`src/rtl/core/tfrg_pkg.sv`:
```
// Shared types, constants and size-step functions for the thermal/fps
// resolution governor. No dependencies; used by every block module except tfrg_div.
package tfrg_pkg;

    // Field widths
    localparam int SIZE_W   = 5;
    localparam int FPS_W    = 18;
    localparam int TEMP_W   = 12;
    localparam int TIME_W   = 32;
    localparam int IVAL_W   = 16;

    // Stream packing
    localparam int IN_TDATA_W  = 56;
    localparam int OUT_TDATA_W = 32;
    localparam int IN_TS_LO    = 0;
    localparam int IN_SIZE_LO  = 32;
    localparam int IN_TEMP_LO  = 37;
    localparam int IN_TVAL_BIT = 49;
    localparam int IN_RACC_BIT = 50;

    // Configuration port
    localparam int CFG_IDX_W  = 3;
    localparam int CFG_DATA_W = 18;
    localparam logic [CFG_IDX_W-1:0] REG_DYN_EN   = 3'd0;
    localparam logic [CFG_IDX_W-1:0] REG_INTERVAL = 3'd1;
    localparam logic [CFG_IDX_W-1:0] REG_HOT      = 3'd2;
    localparam logic [CFG_IDX_W-1:0] REG_COOL     = 3'd3;
    localparam logic [CFG_IDX_W-1:0] REG_LOW_FPS  = 3'd4;
    localparam logic [CFG_IDX_W-1:0] REG_HIGH_FPS = 3'd5;

    // Register reset values
    localparam logic [IVAL_W-1:0]        INTERVAL_RST = 16'd2000;
    localparam logic signed [TEMP_W-1:0] HOT_RST      = 12'sd1120;
    localparam logic signed [TEMP_W-1:0] COOL_RST     = 12'sd1040;
    localparam logic [FPS_W-1:0]         LOW_FPS_RST  = 18'd1280;
    localparam logic [FPS_W-1:0]         HIGH_FPS_RST = 18'd2048;

    localparam int MS_PER_S = 1000;
    localparam logic [FPS_W-1:0] FPS_MAX = 18'h3FFFF;

    // Frame size codes
    localparam logic [SIZE_W-1:0] SIZE_QVGA = 5'd5;
    localparam logic [SIZE_W-1:0] SIZE_VGA  = 5'd8;
    localparam logic [SIZE_W-1:0] SIZE_SVGA = 5'd9;
    localparam logic [SIZE_W-1:0] SIZE_XGA  = 5'd10;
    localparam logic [SIZE_W-1:0] SIZE_UXGA = 5'd13;

    // Controller to datapath commands
    typedef struct packed {
        logic load;       // latch the accepted item
        logic div_start;  // launch the rate divider
        logic blend;      // fold the quotient into the smoothed rate
        logic commit;     // update state and load the output register
    } cmd_t;

    // Datapath to controller status
    typedef struct packed {
        logic need_rate;  // this item produces a new rate sample
        logic div_busy;
    } sts_t;

    // One size step down; codes at or below QVGA stay
    function automatic logic [SIZE_W-1:0] step_down(input logic [SIZE_W-1:0] sz);
        logic [SIZE_W-1:0] r;
        case (sz)
            SIZE_UXGA: r = SIZE_XGA;
            SIZE_XGA:  r = SIZE_SVGA;
            SIZE_SVGA: r = SIZE_VGA;
            default:   r = (sz > SIZE_QVGA) ? SIZE_QVGA : sz;
        endcase
        return r;
    endfunction

    // One size step up; codes at or above UXGA stay
    function automatic logic [SIZE_W-1:0] step_up(input logic [SIZE_W-1:0] sz);
        logic [SIZE_W-1:0] r;
        case (sz)
            SIZE_QVGA: r = SIZE_VGA;
            SIZE_VGA:  r = SIZE_SVGA;
            SIZE_SVGA: r = SIZE_XGA;
            default:   r = (sz < SIZE_UXGA) ? SIZE_UXGA : sz;
        endcase
        return r;
    endfunction

endpackage

```
`src/rtl/core/tfrg_div.sv`:
```
// Restoring divider, one quotient bit per cycle, 32-bit divisor.
// Depends on nothing; instantiated by tfrg_dp.
module tfrg_div #(
    parameter int QW = 18
) (
    input  logic          aclk,
    input  logic          aresetn,
    input  logic          start,
    input  logic [QW-1:0] dividend,
    input  logic [31:0]   divisor,
    output logic          busy,
    output logic [QW-1:0] quotient
);

    localparam int CW = $clog2(QW + 1);

    logic          busy_reg, busy_next;
    logic [CW-1:0] cnt_reg, cnt_next;
    logic [31:0]   rem_reg, rem_next;
    logic [31:0]   dsr_reg, dsr_next;
    logic [QW-1:0] quo_reg, quo_next;
    logic [32:0]   trial;
    logic [32:0]   diff;
    logic          fits;

    // Trial subtract of the shifted remainder
    assign trial = {rem_reg, quo_reg[QW-1]};
    assign diff  = trial - {1'b0, dsr_reg};
    assign fits  = (trial >= {1'b0, dsr_reg});

    always_comb begin
        busy_next = busy_reg;
        cnt_next  = cnt_reg;
        rem_next  = rem_reg;
        dsr_next  = dsr_reg;
        quo_next  = quo_reg;
        if (start) begin
            busy_next = 1'b1;
            cnt_next  = CW'(QW);
            rem_next  = '0;
            dsr_next  = divisor;
            quo_next  = dividend;
        end else if (busy_reg) begin
            rem_next = fits ? diff[31:0] : trial[31:0];
            quo_next = {quo_reg[QW-2:0], fits};
            cnt_next = cnt_reg - 1'b1;
            if (cnt_reg == CW'(1)) begin
                busy_next = 1'b0;
            end
        end
    end

    always_ff @(posedge aclk) begin
        if (!aresetn) begin
            busy_reg <= 1'b0;
            cnt_reg  <= '0;
        end else begin
            busy_reg <= busy_next;
            cnt_reg  <= cnt_next;
        end
    end

    // Operand registers, no reset needed
    always_ff @(posedge aclk) begin
        rem_reg <= rem_next;
        dsr_reg <= dsr_next;
        quo_reg <= quo_next;
    end

    assign busy     = busy_reg;
    assign quotient = quo_reg;

endmodule

```
`src/rtl/core/tfrg_dp.sv`:
```
// Datapath: configuration registers, item latch, rate estimate, size decision
// and output register. Depends on tfrg_pkg and tfrg_div.
module tfrg_dp #(
    parameter int FPS_FRAC_BITS = 8
) (
    input  logic                                aclk,
    input  logic                                aresetn,
    input  logic                                cfg_valid,
    input  logic [tfrg_pkg::CFG_IDX_W-1:0]      cfg_index,
    input  logic [tfrg_pkg::CFG_DATA_W-1:0]     cfg_data,
    input  logic                                s_tuser,
    input  logic [tfrg_pkg::IN_TDATA_W-1:0]     s_tdata,
    input  tfrg_pkg::cmd_t                      cmd,
    output tfrg_pkg::sts_t                      sts,
    output logic [tfrg_pkg::OUT_TDATA_W-1:0]    m_tdata
);

    localparam int SIZE_W = tfrg_pkg::SIZE_W;
    localparam int FPS_W  = tfrg_pkg::FPS_W;
    localparam int TEMP_W = tfrg_pkg::TEMP_W;
    localparam int TIME_W = tfrg_pkg::TIME_W;
    localparam int IVAL_W = tfrg_pkg::IVAL_W;
    localparam longint DIVIDEND = longint'(tfrg_pkg::MS_PER_S) << FPS_FRAC_BITS;
    localparam int QW = $clog2(DIVIDEND + 1);
    localparam int SW = ((QW > FPS_W + 2) ? QW : FPS_W + 2) + 1;

    // Configuration registers
    logic                     dyn_en_reg;
    logic [IVAL_W-1:0]        interval_reg;
    logic signed [TEMP_W-1:0] hot_reg;
    logic signed [TEMP_W-1:0] cool_reg;
    logic [FPS_W-1:0]         low_fps_reg;
    logic [FPS_W-1:0]         high_fps_reg;

    always_ff @(posedge aclk) begin
        if (!aresetn) begin
            dyn_en_reg   <= 1'b0;
            interval_reg <= tfrg_pkg::INTERVAL_RST;
            hot_reg      <= tfrg_pkg::HOT_RST;
            cool_reg     <= tfrg_pkg::COOL_RST;
            low_fps_reg  <= tfrg_pkg::LOW_FPS_RST;
            high_fps_reg <= tfrg_pkg::HIGH_FPS_RST;
        end else if (cfg_valid) begin
            case (cfg_index)
                tfrg_pkg::REG_DYN_EN:   dyn_en_reg   <= cfg_data[0];
                tfrg_pkg::REG_INTERVAL: interval_reg <= cfg_data[IVAL_W-1:0];
                tfrg_pkg::REG_HOT:      hot_reg      <= $signed(cfg_data[TEMP_W-1:0]);
                tfrg_pkg::REG_COOL:     cool_reg     <= $signed(cfg_data[TEMP_W-1:0]);
                tfrg_pkg::REG_LOW_FPS:  low_fps_reg  <= cfg_data[FPS_W-1:0];
                tfrg_pkg::REG_HIGH_FPS: high_fps_reg <= cfg_data[FPS_W-1:0];
                default: ;
            endcase
        end
    end

    // Latched item
    logic                     func_reg;
    logic [TIME_W-1:0]        now_reg;
    logic [SIZE_W-1:0]        start_reg;
    logic signed [TEMP_W-1:0] temp_reg;
    logic                     tval_reg;
    logic                     racc_reg;

    always_ff @(posedge aclk) begin
        if (cmd.load) begin
            func_reg  <= s_tuser;
            now_reg   <= s_tdata[tfrg_pkg::IN_TS_LO +: TIME_W];
            start_reg <= s_tdata[tfrg_pkg::IN_SIZE_LO +: SIZE_W];
            temp_reg  <= $signed(s_tdata[tfrg_pkg::IN_TEMP_LO +: TEMP_W]);
            tval_reg  <= s_tdata[tfrg_pkg::IN_TVAL_BIT];
            racc_reg  <= s_tdata[tfrg_pkg::IN_RACC_BIT];
        end
    end

    // Governor state
    logic [SIZE_W-1:0] size_reg, size_next;
    logic [FPS_W-1:0]  fps_reg, fps_next;
    logic [TIME_W-1:0] prev_time_reg, prev_time_next;
    logic              seen_reg, seen_next;
    logic [TIME_W-1:0] last_adapt_reg, last_adapt_next;
    logic              upd_reg, upd_next;

    // Output register
    logic [SIZE_W-1:0] out_size_reg, out_size_next;
    logic [FPS_W-1:0]  out_fps_reg, out_fps_next;
    logic              out_upd_reg, out_upd_next;
    logic              out_chg_reg, out_chg_next;

    // Rate divider: (1000 << frac) / gap
    logic [TIME_W-1:0] gap;
    logic [QW-1:0]     quotient;
    logic              div_busy;

    assign gap = now_reg - prev_time_reg;

    tfrg_div #(
        .QW (QW)
    ) u_div (
        .aclk     (aclk),
        .aresetn  (aresetn),
        .start    (cmd.div_start),
        .dividend (QW'(DIVIDEND)),
        .divisor  (gap),
        .busy     (div_busy),
        .quotient (quotient)
    );

    assign sts.need_rate = func_reg && seen_reg && (now_reg != prev_time_reg);
    assign sts.div_busy  = div_busy;

    // Blend 3/4 old plus 1/4 new, saturated; a zero old rate takes the new sample
    logic [SW-1:0] three_old;
    logic [SW-1:0] blend_sum;
    logic [SW-1:0] blended;
    logic [FPS_W-1:0] fps_sat;

    assign three_old = {{(SW-FPS_W-1){1'b0}}, fps_reg, 1'b0} + SW'(fps_reg);
    assign blend_sum = three_old + SW'(quotient);
    assign blended   = (fps_reg == '0) ? SW'(quotient) : (blend_sum >> 2);
    assign fps_sat   = (blended > SW'(tfrg_pkg::FPS_MAX)) ? tfrg_pkg::FPS_MAX
                                                          : blended[FPS_W-1:0];

    // Size decision
    logic [TIME_W-1:0] elapsed;
    logic              adapt_go;
    logic              go_down;
    logic              go_up;
    logic [SIZE_W-1:0] size_cand;

    assign elapsed  = now_reg - last_adapt_reg;
    assign adapt_go = dyn_en_reg && (elapsed >= TIME_W'(interval_reg));
    assign go_down  = !tval_reg || (temp_reg >= hot_reg) || (fps_reg < low_fps_reg);
    assign go_up    = tval_reg && (temp_reg < cool_reg) && (fps_reg >= high_fps_reg);

    always_comb begin
        if (go_down && size_reg > tfrg_pkg::SIZE_QVGA) begin
            size_cand = tfrg_pkg::step_down(size_reg);
        end else if (go_up && size_reg < tfrg_pkg::SIZE_UXGA) begin
            size_cand = tfrg_pkg::step_up(size_reg);
        end else begin
            size_cand = size_reg;
        end
    end

    // State and output update
    always_comb begin
        size_next       = size_reg;
        fps_next        = fps_reg;
        prev_time_next  = prev_time_reg;
        seen_next       = seen_reg;
        last_adapt_next = last_adapt_reg;
        upd_next        = upd_reg;
        out_size_next   = out_size_reg;
        out_fps_next    = out_fps_reg;
        out_upd_next    = out_upd_reg;
        out_chg_next    = out_chg_reg;
        if (cmd.load) begin
            upd_next = 1'b0;
        end
        if (cmd.blend) begin
            fps_next = fps_sat;
            upd_next = 1'b1;
        end
        if (cmd.commit) begin
            out_chg_next = 1'b0;
            if (!func_reg) begin
                // stream start
                size_next       = start_reg;
                fps_next        = '0;
                seen_next       = 1'b0;
                last_adapt_next = now_reg;
            end else begin
                prev_time_next = now_reg;
                seen_next      = 1'b1;
                if (adapt_go) begin
                    last_adapt_next = now_reg;
                    if (size_cand != size_reg && racc_reg) begin
                        size_next    = size_cand;
                        out_chg_next = 1'b1;
                    end
                end
            end
            out_size_next = size_next;
            out_fps_next  = fps_next;
            out_upd_next  = func_reg && upd_reg;
        end
    end

    always_ff @(posedge aclk) begin
        if (!aresetn) begin
            size_reg       <= '0;
            fps_reg        <= '0;
            prev_time_reg  <= '0;
            seen_reg       <= 1'b0;
            last_adapt_reg <= '0;
        end else begin
            size_reg       <= size_next;
            fps_reg        <= fps_next;
            prev_time_reg  <= prev_time_next;
            seen_reg       <= seen_next;
            last_adapt_reg <= last_adapt_next;
        end
    end

    always_ff @(posedge aclk) begin
        upd_reg      <= upd_next;
        out_size_reg <= out_size_next;
        out_fps_reg  <= out_fps_next;
        out_upd_reg  <= out_upd_next;
        out_chg_reg  <= out_chg_next;
    end

    assign m_tdata = {{(tfrg_pkg::OUT_TDATA_W - SIZE_W - FPS_W - 2){1'b0}},
                      out_chg_reg, out_upd_reg, out_fps_reg, out_size_reg};

endmodule

```
`src/rtl/core/tfrg_ctrl.sv`:
```
// Controller state machine: sequences accept, divide, blend and commit, and
// owns both stream handshakes. Depends on tfrg_pkg.
module tfrg_ctrl (
    input  logic           aclk,
    input  logic           aresetn,
    input  logic           s_tvalid,
    output logic           s_tready,
    output logic           m_tvalid,
    input  logic           m_tready,
    input  tfrg_pkg::sts_t sts,
    output tfrg_pkg::cmd_t cmd
);

    localparam logic [1:0] ST_IDLE  = 2'd0;
    localparam logic [1:0] ST_CALC  = 2'd1;
    localparam logic [1:0] ST_DIV   = 2'd2;
    localparam logic [1:0] ST_ADAPT = 2'd3;

    logic [1:0] state_reg, state_next;
    logic       m_tvalid_reg, m_tvalid_next;
    logic       out_free;

    // Output register can take a new result when empty or being drained
    assign out_free = !m_tvalid_reg || m_tready;

    always_comb begin
        state_next    = state_reg;
        m_tvalid_next = m_tvalid_reg;
        cmd           = '0;
        if (m_tvalid_reg && m_tready) begin
            m_tvalid_next = 1'b0;
        end
        case (state_reg)
            ST_IDLE: begin
                if (s_tvalid) begin
                    cmd.load   = 1'b1;
                    state_next = ST_CALC;
                end
            end
            ST_CALC: begin
                if (sts.need_rate) begin
                    cmd.div_start = 1'b1;
                    state_next    = ST_DIV;
                end else begin
                    state_next = ST_ADAPT;
                end
            end
            ST_DIV: begin
                if (!sts.div_busy) begin
                    cmd.blend  = 1'b1;
                    state_next = ST_ADAPT;
                end
            end
            ST_ADAPT: begin
                if (out_free) begin
                    cmd.commit    = 1'b1;
                    m_tvalid_next = 1'b1;
                    state_next    = ST_IDLE;
                end
            end
            default: state_next = ST_IDLE;
        endcase
    end

    always_ff @(posedge aclk) begin
        if (!aresetn) begin
            state_reg    <= ST_IDLE;
            m_tvalid_reg <= 1'b0;
        end else begin
            state_reg    <= state_next;
            m_tvalid_reg <= m_tvalid_next;
        end
    end

    assign s_tready = (state_reg == ST_IDLE);
    assign m_tvalid = m_tvalid_reg;

    // Divider is only ever running while the rate step is in progress
    a_div_idle: assert property (@(posedge aclk) disable iff (!aresetn)
        (state_reg == ST_IDLE || state_reg == ST_CALC) |-> !sts.div_busy)
        else $error("divider busy outside the rate step");

    // An accepted transaction always proceeds to evaluation
    a_accept_calc: assert property (@(posedge aclk) disable iff (!aresetn)
        (s_tvalid && s_tready) |=> (state_reg == ST_CALC))
        else $error("accepted transaction not evaluated");

    // Divider launched only for a real rate sample
    a_div_need: assert property (@(posedge aclk) disable iff (!aresetn)
        cmd.div_start |-> sts.need_rate)
        else $error("divider started without a rate sample");

    // Commit always presents a result on the next cycle
    a_commit_out: assert property (@(posedge aclk) disable iff (!aresetn)
        cmd.commit |=> m_tvalid_reg)
        else $error("committed result not presented");

endmodule

```
`src/rtl/core/thermal_fps_resolution_governor_top.sv`:
```
// Top level of the thermal/fps resolution governor: controller plus datapath.
// Depends on tfrg_pkg, tfrg_ctrl, tfrg_dp (and tfrg_div below it).
//
// One transaction in, one result out. A start transaction (s_tuser 0), or a frame
// transaction without a new rate sample, goes from acceptance through evaluation
// to commit, where its result is registered for the output. A frame that yields a
// rate sample runs the bit-serial restoring divider for (1000 << FPS_FRAC_BITS) / gap,
// one quotient bit per cycle over a QW-bit quotient, between evaluation and commit,
// QW being the bit width of 1000 << FPS_FRAC_BITS (18 at the default). Commit waits
// while a previous result still waits on m_tready; the next transaction is taken
// once the commit is done.
// One transaction is processed at a time; the result register lets a new
// transaction be accepted while the previous result still waits on m_tready.
// Configuration writes are always taken (cfg_ready is high) and must only be
// issued while idle; unknown indexes are ignored.
module thermal_fps_resolution_governor_top #(
    parameter int FPS_FRAC_BITS = 8
) (
    input  logic                                aclk,
    input  logic                                aresetn,
    // configuration write channel
    input  logic                                cfg_valid,
    output logic                                cfg_ready,
    input  logic [tfrg_pkg::CFG_IDX_W-1:0]      cfg_index,
    input  logic [tfrg_pkg::CFG_DATA_W-1:0]     cfg_data,
    // input stream
    input  logic                                s_tvalid,
    output logic                                s_tready,
    input  logic                                s_tuser,  // func
    // timestamp_ms[31:0], start_size[36:32], temp_q4[48:37],
    // temp_valid[49], resize_accepted[50], zero fill [55:51]
    input  logic [tfrg_pkg::IN_TDATA_W-1:0]     s_tdata,
    // result stream
    output logic                                m_tvalid,
    input  logic                                m_tready,
    // frame_size[4:0], fps_q8[22:5], fps_updated[23], size_changed[24],
    // zero fill [31:25]
    output logic [tfrg_pkg::OUT_TDATA_W-1:0]    m_tdata
);

    tfrg_pkg::cmd_t cmd;
    tfrg_pkg::sts_t sts;

    assign cfg_ready = 1'b1;

    tfrg_ctrl u_ctrl (
        .aclk     (aclk),
        .aresetn  (aresetn),
        .s_tvalid (s_tvalid),
        .s_tready (s_tready),
        .m_tvalid (m_tvalid),
        .m_tready (m_tready),
        .sts      (sts),
        .cmd      (cmd)
    );

    tfrg_dp #(
        .FPS_FRAC_BITS (FPS_FRAC_BITS)
    ) u_dp (
        .aclk      (aclk),
        .aresetn   (aresetn),
        .cfg_valid (cfg_valid),
        .cfg_index (cfg_index),
        .cfg_data  (cfg_data),
        .s_tuser   (s_tuser),
        .s_tdata   (s_tdata),
        .cmd       (cmd),
        .sts       (sts),
        .m_tdata   (m_tdata)
    );

endmodule

```
`config.mk`:
```
export PLATFORM = sky130hd
export DESIGN_NAME = thermal_fps_resolution_governor_top
export DESIGN_NICKNAME = d
export VERILOG_FILES = /design/src/rtl/core/tfrg_pkg.sv /design/src/rtl/core/tfrg_div.sv /design/src/rtl/core/tfrg_dp.sv /design/src/rtl/core/tfrg_ctrl.sv /design/src/rtl/core/thermal_fps_resolution_governor_top.sv
export SDC_FILE = /design/constraint.sdc
export NUM_CORES = 1
export LEC_CHECK = 0
export ABC_AREA = 0
export BUFFER_PORTS_ARGS = -buffer_cell sky130_fd_sc_hd__buf_2
export CORE_ASPECT_RATIO = 1.75
export CORE_MARGIN = 2
export CORE_UTILIZATION = 64
export DETAILED_ROUTE_END_ITERATION = 10
export GPL_TIMING_DRIVEN = 0
export MAX_ROUTING_LAYER = met4
export PLACE_DENSITY = 0.8
export SYNTH_ARGS = -nofsm -noshare
export SYNTH_HDL_FRONTEND = slang
export SYNTH_SLANG_ARGS = --single-unit
```
`constraint.sdc`:
```
create_clock -name aclk -period 14.2 [get_ports aclk]
set_clock_uncertainty 0.05 [all_clocks]
set_input_delay 1.42 -clock aclk [delete_from_list [all_inputs] [get_ports aclk]]
set_output_delay 1.42 -clock aclk [all_outputs]
set_load 0.005 [all_outputs]
```
# ---- After elaboration in Yosys (flattened, before gate mapping)
# Index checks and enable logic that the tools add are counted.
# Widths: inputs -> output; s select.
dict set report op_classes {
  addsub 6
  magnitude_cmp 9
  eq_ne 20
  muxes 40
  bitwise 1
  n_reduce_logical 30
}
# op count
set op_table {}
lappend op_table {{$mux 32} 3}
lappend op_table {{$sub 32x32->32} 3}
lappend op_table {{$mux 18} 4}
lappend op_table {{$mux 5} 9}
lappend op_table {{$ge 33x32->1} 1}
lappend op_table {{$ge 32x16->1} 1}
lappend op_table {{$ne 32x32->1} 1}
lappend op_table {{$pmux 5 s3} 2}
lappend op_table {{$add 21x18->21} 1}
lappend op_table {{$gt 21x18->1 const B} 1}
lappend op_table {{$add 19x18->20} 1}
lappend op_table {{$eq 5x4->1 const B} 4}
lappend op_table {{$mux 19} 1}
lappend op_table {{$ge 18x18->1} 1}
lappend op_table {{$logic_not 18->1} 1}
lappend op_table {{$lt 18x18->1} 1}
lappend op_table {{$reduce_and 2->1} 9}
lappend op_table {{$mux 1} 17}
lappend op_table {{$ge 12x12->1} 1}
lappend op_table {{$lt 12x12->1} 1}
lappend op_table {{$logic_and 1x1->1} 10}
lappend op_table {{$pmux 2 s4} 1}
lappend op_table {{$eq 3x2->1 const B} 2}
lappend op_table {{$eq 3x3->1 const B} 2}
lappend op_table {{20 further kinds} 28}
dict set report word_totals {
  register_bits 334
  in_bits 83
}

# ---- Logic depth before layout (Yosys ltp)
dict set report depth {
  word_depth 11
  ltp_mapped 25
}

# ---- By module
# Synthesis repeated with hierarchy kept, for this count alone.
dict set report unflattened {
  cells_unflattened 2440
  area_unflattened_um2 21670.8
}
# mod n_inst cells_per_inst area_per_inst_um2 seq_area_each_um2
set by_module_without_submodules {}
lappend by_module_without_submodules {tfrg_dp 1 1843 15860.2 5635.4}
lappend by_module_without_submodules {tfrg_div 1 567 5536.6 2262.2}
lappend by_module_without_submodules {tfrg_ctrl 1 28 262.8 60.1}
lappend by_module_without_submodules {thermal_fps_resolution_governor_top 1 2 11.3 0.0}

# ---- Worst setup path after synthesis
# No wires, ideal clock.
dict set report synth_path {
  path_kind {register to register}
  from {register u_dp.fps_reg[1]}
  to {register u_dp.out_fps_reg[17], data pin}
  setup_time_ns 0.157
  arrival_time_ns 4.324
  required_ns 13.993
  path_slack_ns 9.669
  path_stages_with_launch 22
  path_buffers 0
  path_cell_list {dfxtp_1 -> ha_1 -> inv_1 -> fa_1 -> nor2b_1 -> o21ai_1 -> a21boi_1 -> a2111oi_0 -> o31a_1 -> a211o_1 -> nand2b_1 -> a21oi_1 -> xnor2_1 -> ha_1 -> a21o_1 -> a21o_1 -> a21oi_1 -> or3b_2 -> nand3_1 -> nor3_1 -> o311a_1 -> nor3_1}
}
dict set report synth_between {
  elab_chain_cells 7
  word_cells_on_any_way 8
  classes_between {add/sub (2); order compare (1); mux (4); reduce/logical (1)}
}
# element line
set synth_rtl {}
lappend synth_rtl {{start, declared} tfrg_dp.sv:77} ;# logic [FPS_W-1:0] fps_reg, fps_next;
lappend synth_rtl {{start signal, assigned} tfrg_dp.sv:198} ;# fps_reg <= fps_next;
lappend synth_rtl {{$add 19x18->20} tfrg_dp.sv:117} ;# assign three_old = {{(SW-FPS_W-1){1'b0}}, fps_reg, 1'b0} + SW'(fps_reg);
lappend synth_rtl {{$add 21x18->21} tfrg_dp.sv:118} ;# assign blend_sum = three_old + SW'(quotient);
lappend synth_rtl {{$mux 19 *} tfrg_dp.sv:119} ;# assign blended = (fps_reg == '0) ? SW'(quotient) : (blend_sum >> 2);
lappend synth_rtl {{$gt 21x18->1} tfrg_dp.sv:120} ;# assign fps_sat = (blended > SW'(tfrg_pkg::FPS_MAX)) ? tfrg_pkg::FPS_MAX
lappend synth_rtl {{$mux 18 *} tfrg_dp.sv:120}
lappend synth_rtl {{$mux 18 *} tfrg_dp.sv:160} ;# if (cmd.blend) begin
lappend synth_rtl {{$mux 18 *} tfrg_dp.sv:166} ;# if (!func_reg) begin
lappend synth_rtl {{end signal, assigned} tfrg_dp.sv:208} ;# out_fps_reg <= out_fps_next;
lappend synth_rtl {{end, declared} tfrg_dp.sv:85} ;# logic [FPS_W-1:0] out_fps_reg, out_fps_next;
# Every way passes the cells marked *; elsewhere a longest branch is shown, timed or not.
# A chain may end at the register's enable or synchronous reset.

# ---- Worst setup path in the final report
dict set report layout_path {
  from {register u_dp.fps_reg[2]}
  to {register u_dp.out_fps_reg[15], data pin}
}
# The elaborated chain is that of the path after synthesis.

==> results.md <==
- Status: complete, no violations
- CP peak stage delay: 0.62 ns
- Yosys cell types: just over 90
- Reg-to-Reg End: u_dp.out_fps_reg[15]$_DFFE_PP_
- Slew Limit Fails: 0
- Die area: 35290 sq um
- Clk slew on worst S/H paths: around 0.07 ns
- Overflow after GRT: 0
- Yosys reg bits: approximately 330
- Post-Layout Inst Area: between 20000 and 25000 sq um
- Kind of critical path: flop to flop
- PD cells: 174.5 nW/um^2
- Layout cells sized above 1: 0.08215
- Final setup vio count: 0
- Pleak: 0.009588 uW
- Cells after Synth: 2511
- Sequential power share: 0.319
- Worst-Skew Late Latency: 0.59 ns
- Worst Tran Pin Value: approximately 0.97 ns
- Fillers: around 2700
- First-pass GRT wire length: 88730 microns
- Drt total wl: 55940 microns
- Post-CTS Resized: 0
- Initial Util: 0.6443
- Crit start category: flop
- Syn avg cell area: 8.600 sq um
- Hold crit path type: flop to flop
- Final setup TNS: 0 ns
- Worst VDD drop: 137.2 uV
- Synth top area share: 0.2086
- Post-synth top area cell: dfxtp_1
- Slowest CP cell: a2111oi_0
- Yosys Warn Count: 0
- Vias in the first global route: 18580
- Slew HR: 0.3502
- DRT iter0 DRCs: 854
- Core box area: 33520 sq um
- Area contributors post-synth: dfxtp_1, edfxtp_1, ha_1, nand2_1, inv_1
- Max Root-Sink Buffers: 3
- Via count: 18560
- GRT Total Usage: 0.3237
- Initial antenna violation count: 0
- RD Place Congestion: 0.9756
- Io pins: 118
- Clock sinks: ~330
- Final period utilization: 0.3865
- Reg2Reg Launch Point: u_dp.fps_reg[2]$_SDFF_PN0_
- Routed vias/inst: 5.923
- Post-DP HPWL: roughly 44000 microns
- Nets@finish: 2959
- Worst-case reg-to-reg path depth: 21
- Row count: 89
- Clock power share: 0.209
- Average wire per standard cell: about 18 microns
- Post-synthesis sequential area ratio: 0.3601
- TritonCTS clock tree: built
- Crit Path Max Fanout: 6
- Sw Share: 0.4094
- Comb power frac: 0.472
- R2r setup slk: just under 9 ns
- Fin. Hold Viols: 0
- Die X-Extent: 142.9 microns
- Placed instance area: 22720 sq um
- P_int: 2452 uW
- Hold Crit Depth: 1
- Minimum clock period: 5.488 ns
- Hold-critical path endpoint: u_dp.upd_reg$_SDFFE_PP1P_
- Hold-fix buffers, CTS: 0
- DRC Markers: 0
- Mapped Area: 21600 sq um
- CP Data Arrival Time: 5.76 ns
- Sw power: around 1700 uW
- I/O Buffers: 102
- Post-CTS Setup Inserts: 0
- Data required, critical path: roughly 14 ns
- Area Overhead vs Synth: 10.12%
- Final ANT Viol Nets: 0
- Total CTS buffers: 31
- Root Buffer: clkbuf_16
- Htree depth: 1
- Largest net degree at the start of global routing: 42
- CP Cell Sequence: inv_1, ha_1, nor2b_1, o21ai_1, a21boi_1, a2111oi_0, o31a_1, nor2b_1, xnor2_1, ha_1, o21a_1, o21ai_0, nor2_1, o211ai_1, a21boi_0, or3_1, a31oi_1, xor2_1, nor2_1, a211oi_1, nor3_1
- Drt first pass iters: 7
- CP Capture Type: flop
- Maxcap violations: 0
- RSZ-0062 raised after global routing: no
- Min-delay src: u_dp.upd_reg$_SDFFE_PP1P_
- Asr flop ratio synth: 0
- Post-synth EDFFs: 109
- Chip Height: 247.0 microns
- ANT cells: 0
- Main flop type after synthesis: dfxtp_1
- Fmax: 182.2 MHz
==> worst max-delay path: cells and delay by family, from the launching register on <==
family                   cells  cell delay [ns]
AO/OA/AOI/OAI               10             2.57
XOR/XNOR                     2             0.38
adder cells (fa/ha/maj)      2             0.69
buffers and inverters        1             0.13
flip-flops                   1             0.47
AND/OR/NAND/NOR              6             0.93
==> metal layers <==
layer / global-route usage / vias up / part of all wire
met4: 0.1846 / 0 / 0.062
met3: 0.03156 / 206 / 0.040
li1: - / 9089 / -
met5: - / - / 0
met2: 0.5930 / 534 / 0.52
met1: 0.3337 / 8729 / 0.38
==> power groups by stage <==
stage | clock (uW) | sequential, uW | combinational, uW
after floorplan | 0 | 1280 | 1470
after global placement | 0 | 1340 | 1850
after detailed placement | 0 | 1340 | 1920
after CTS | 880 | 1320 | 1930
after global routing | 916 | 1340 | 2170
final | 868 | 1320 | 1960
==> Yosys cell counts, drive strengths merged (33+ instances only) <==
master / n
a211oi: 33
a21boi: 107
a21o: 73
a21oi: 144
clkbuf: 78
dfxtp: 225
edfxtp: 109
ha: 219
inv: 238
mux2i: 72
nand2: 376
nand3: 35
nor2: 143
nor3: 54
o21ai: 112
xnor2: 67
xor2: 36
==> cell type report <==
| class | count | area, sq um | area share |
|---|---|---|---|
| Clock inverter | 16 | 166.4 | 0.006997 |
| Inverter | 239 | 897.1 | 0.03772 |
| Clock buffer | 42 | 889.6 | 0.03741 |
| Buffer | 106 | 513.0 | 0.02157 |
| Timing Repair Buffer | 103 | 530.5 | 0.02231 |
| Multi-Input combinational cell | 1838 | 12440 | 0.5230 |
| Sequential cell | 334 | 7777 | 0.3270 |
| Tap cell | 455 | 569.3 | 0.02394 |
==> layout by cell type, fill, tap and decap left out, types with 9 or more instances in the layout <==
cell type,netlist,final
nand2_1,376,376
inv_1,238,237
dfxtp_1,225,225
ha_1,219,219
nor2_1,143,143
a21oi_1,141,141
buf_2,12,114
edfxtp_1,109,109
a21boi_0,106,106
o21ai_0,104,104
clkbuf_1,78,82
a21o_1,72,72
mux2i_1,72,72
xnor2_1,67,67
nor3_1,54,53
xor2_1,36,36
nand3_1,35,35
clkbuf_16,0,33
o211ai_1,31,31
a211oi_1,30,30
o21a_1,29,29
nand4_1,27,27
nand2b_1,24,24
nor2b_1,24,24
a31oi_1,19,19
o21bai_1,15,15
and2_1,14,14
o22ai_1,13,13
or3_1,13,13
and3_1,12,12
buf_4,11,11
a211o_1,10,10
or2_2,9,9
==> logic make-up after synthesis <==
family          share of synthesized area
compound gates                     0.2080
flops                              0.3601
other cells                     0.0003478
simple gates                       0.1585
buf+inv                           0.06518
fa+ha+maj                          0.1306
xor+xnor                          0.04177
mux                               0.03546
==> per-stage QoR <==
step                      utilization  std cells  power [uW]  hold slack (ns)  setup WS, ns
after global placement         0.6772       3074        3185           0.3785         8.894
after CTS                      0.7094       3133        4134           0.4027         8.779
after global routing           0.7095       3133        4421           0.4223         8.467
after floorplan                     -       2517        2749           0.3687         9.669
after detailed placement       0.6779       3075        3257           0.3876         8.824
final                          0.7095       3133        4151           0.4030         8.712
==> worst max-delay path by stage <==
stage / to / startpoint
after floorplan: u_dp.out_fps_reg[17]$_DFFE_PP_ / u_dp.fps_reg[1]$_SDFF_PN0_
after global placement: u_dp.out_fps_reg[0]$_DFFE_PP_ / u_dp.fps_reg[1]$_SDFF_PN0_
final: u_dp.out_fps_reg[15]$_DFFE_PP_ / u_dp.fps_reg[2]$_SDFF_PN0_
after detailed placement: u_dp.out_fps_reg[15]$_DFFE_PP_ / u_dp.fps_reg[2]$_SDFF_PN0_
after global routing: u_dp.out_size_reg[2]$_DFFE_PP_ / u_dp.now_reg[0]$_DFFE_PP_
after CTS: u_dp.out_size_reg[2]$_DFFE_PP_ / u_dp.now_reg[0]$_DFFE_PP_
Power figures use the tool's default switching activity.
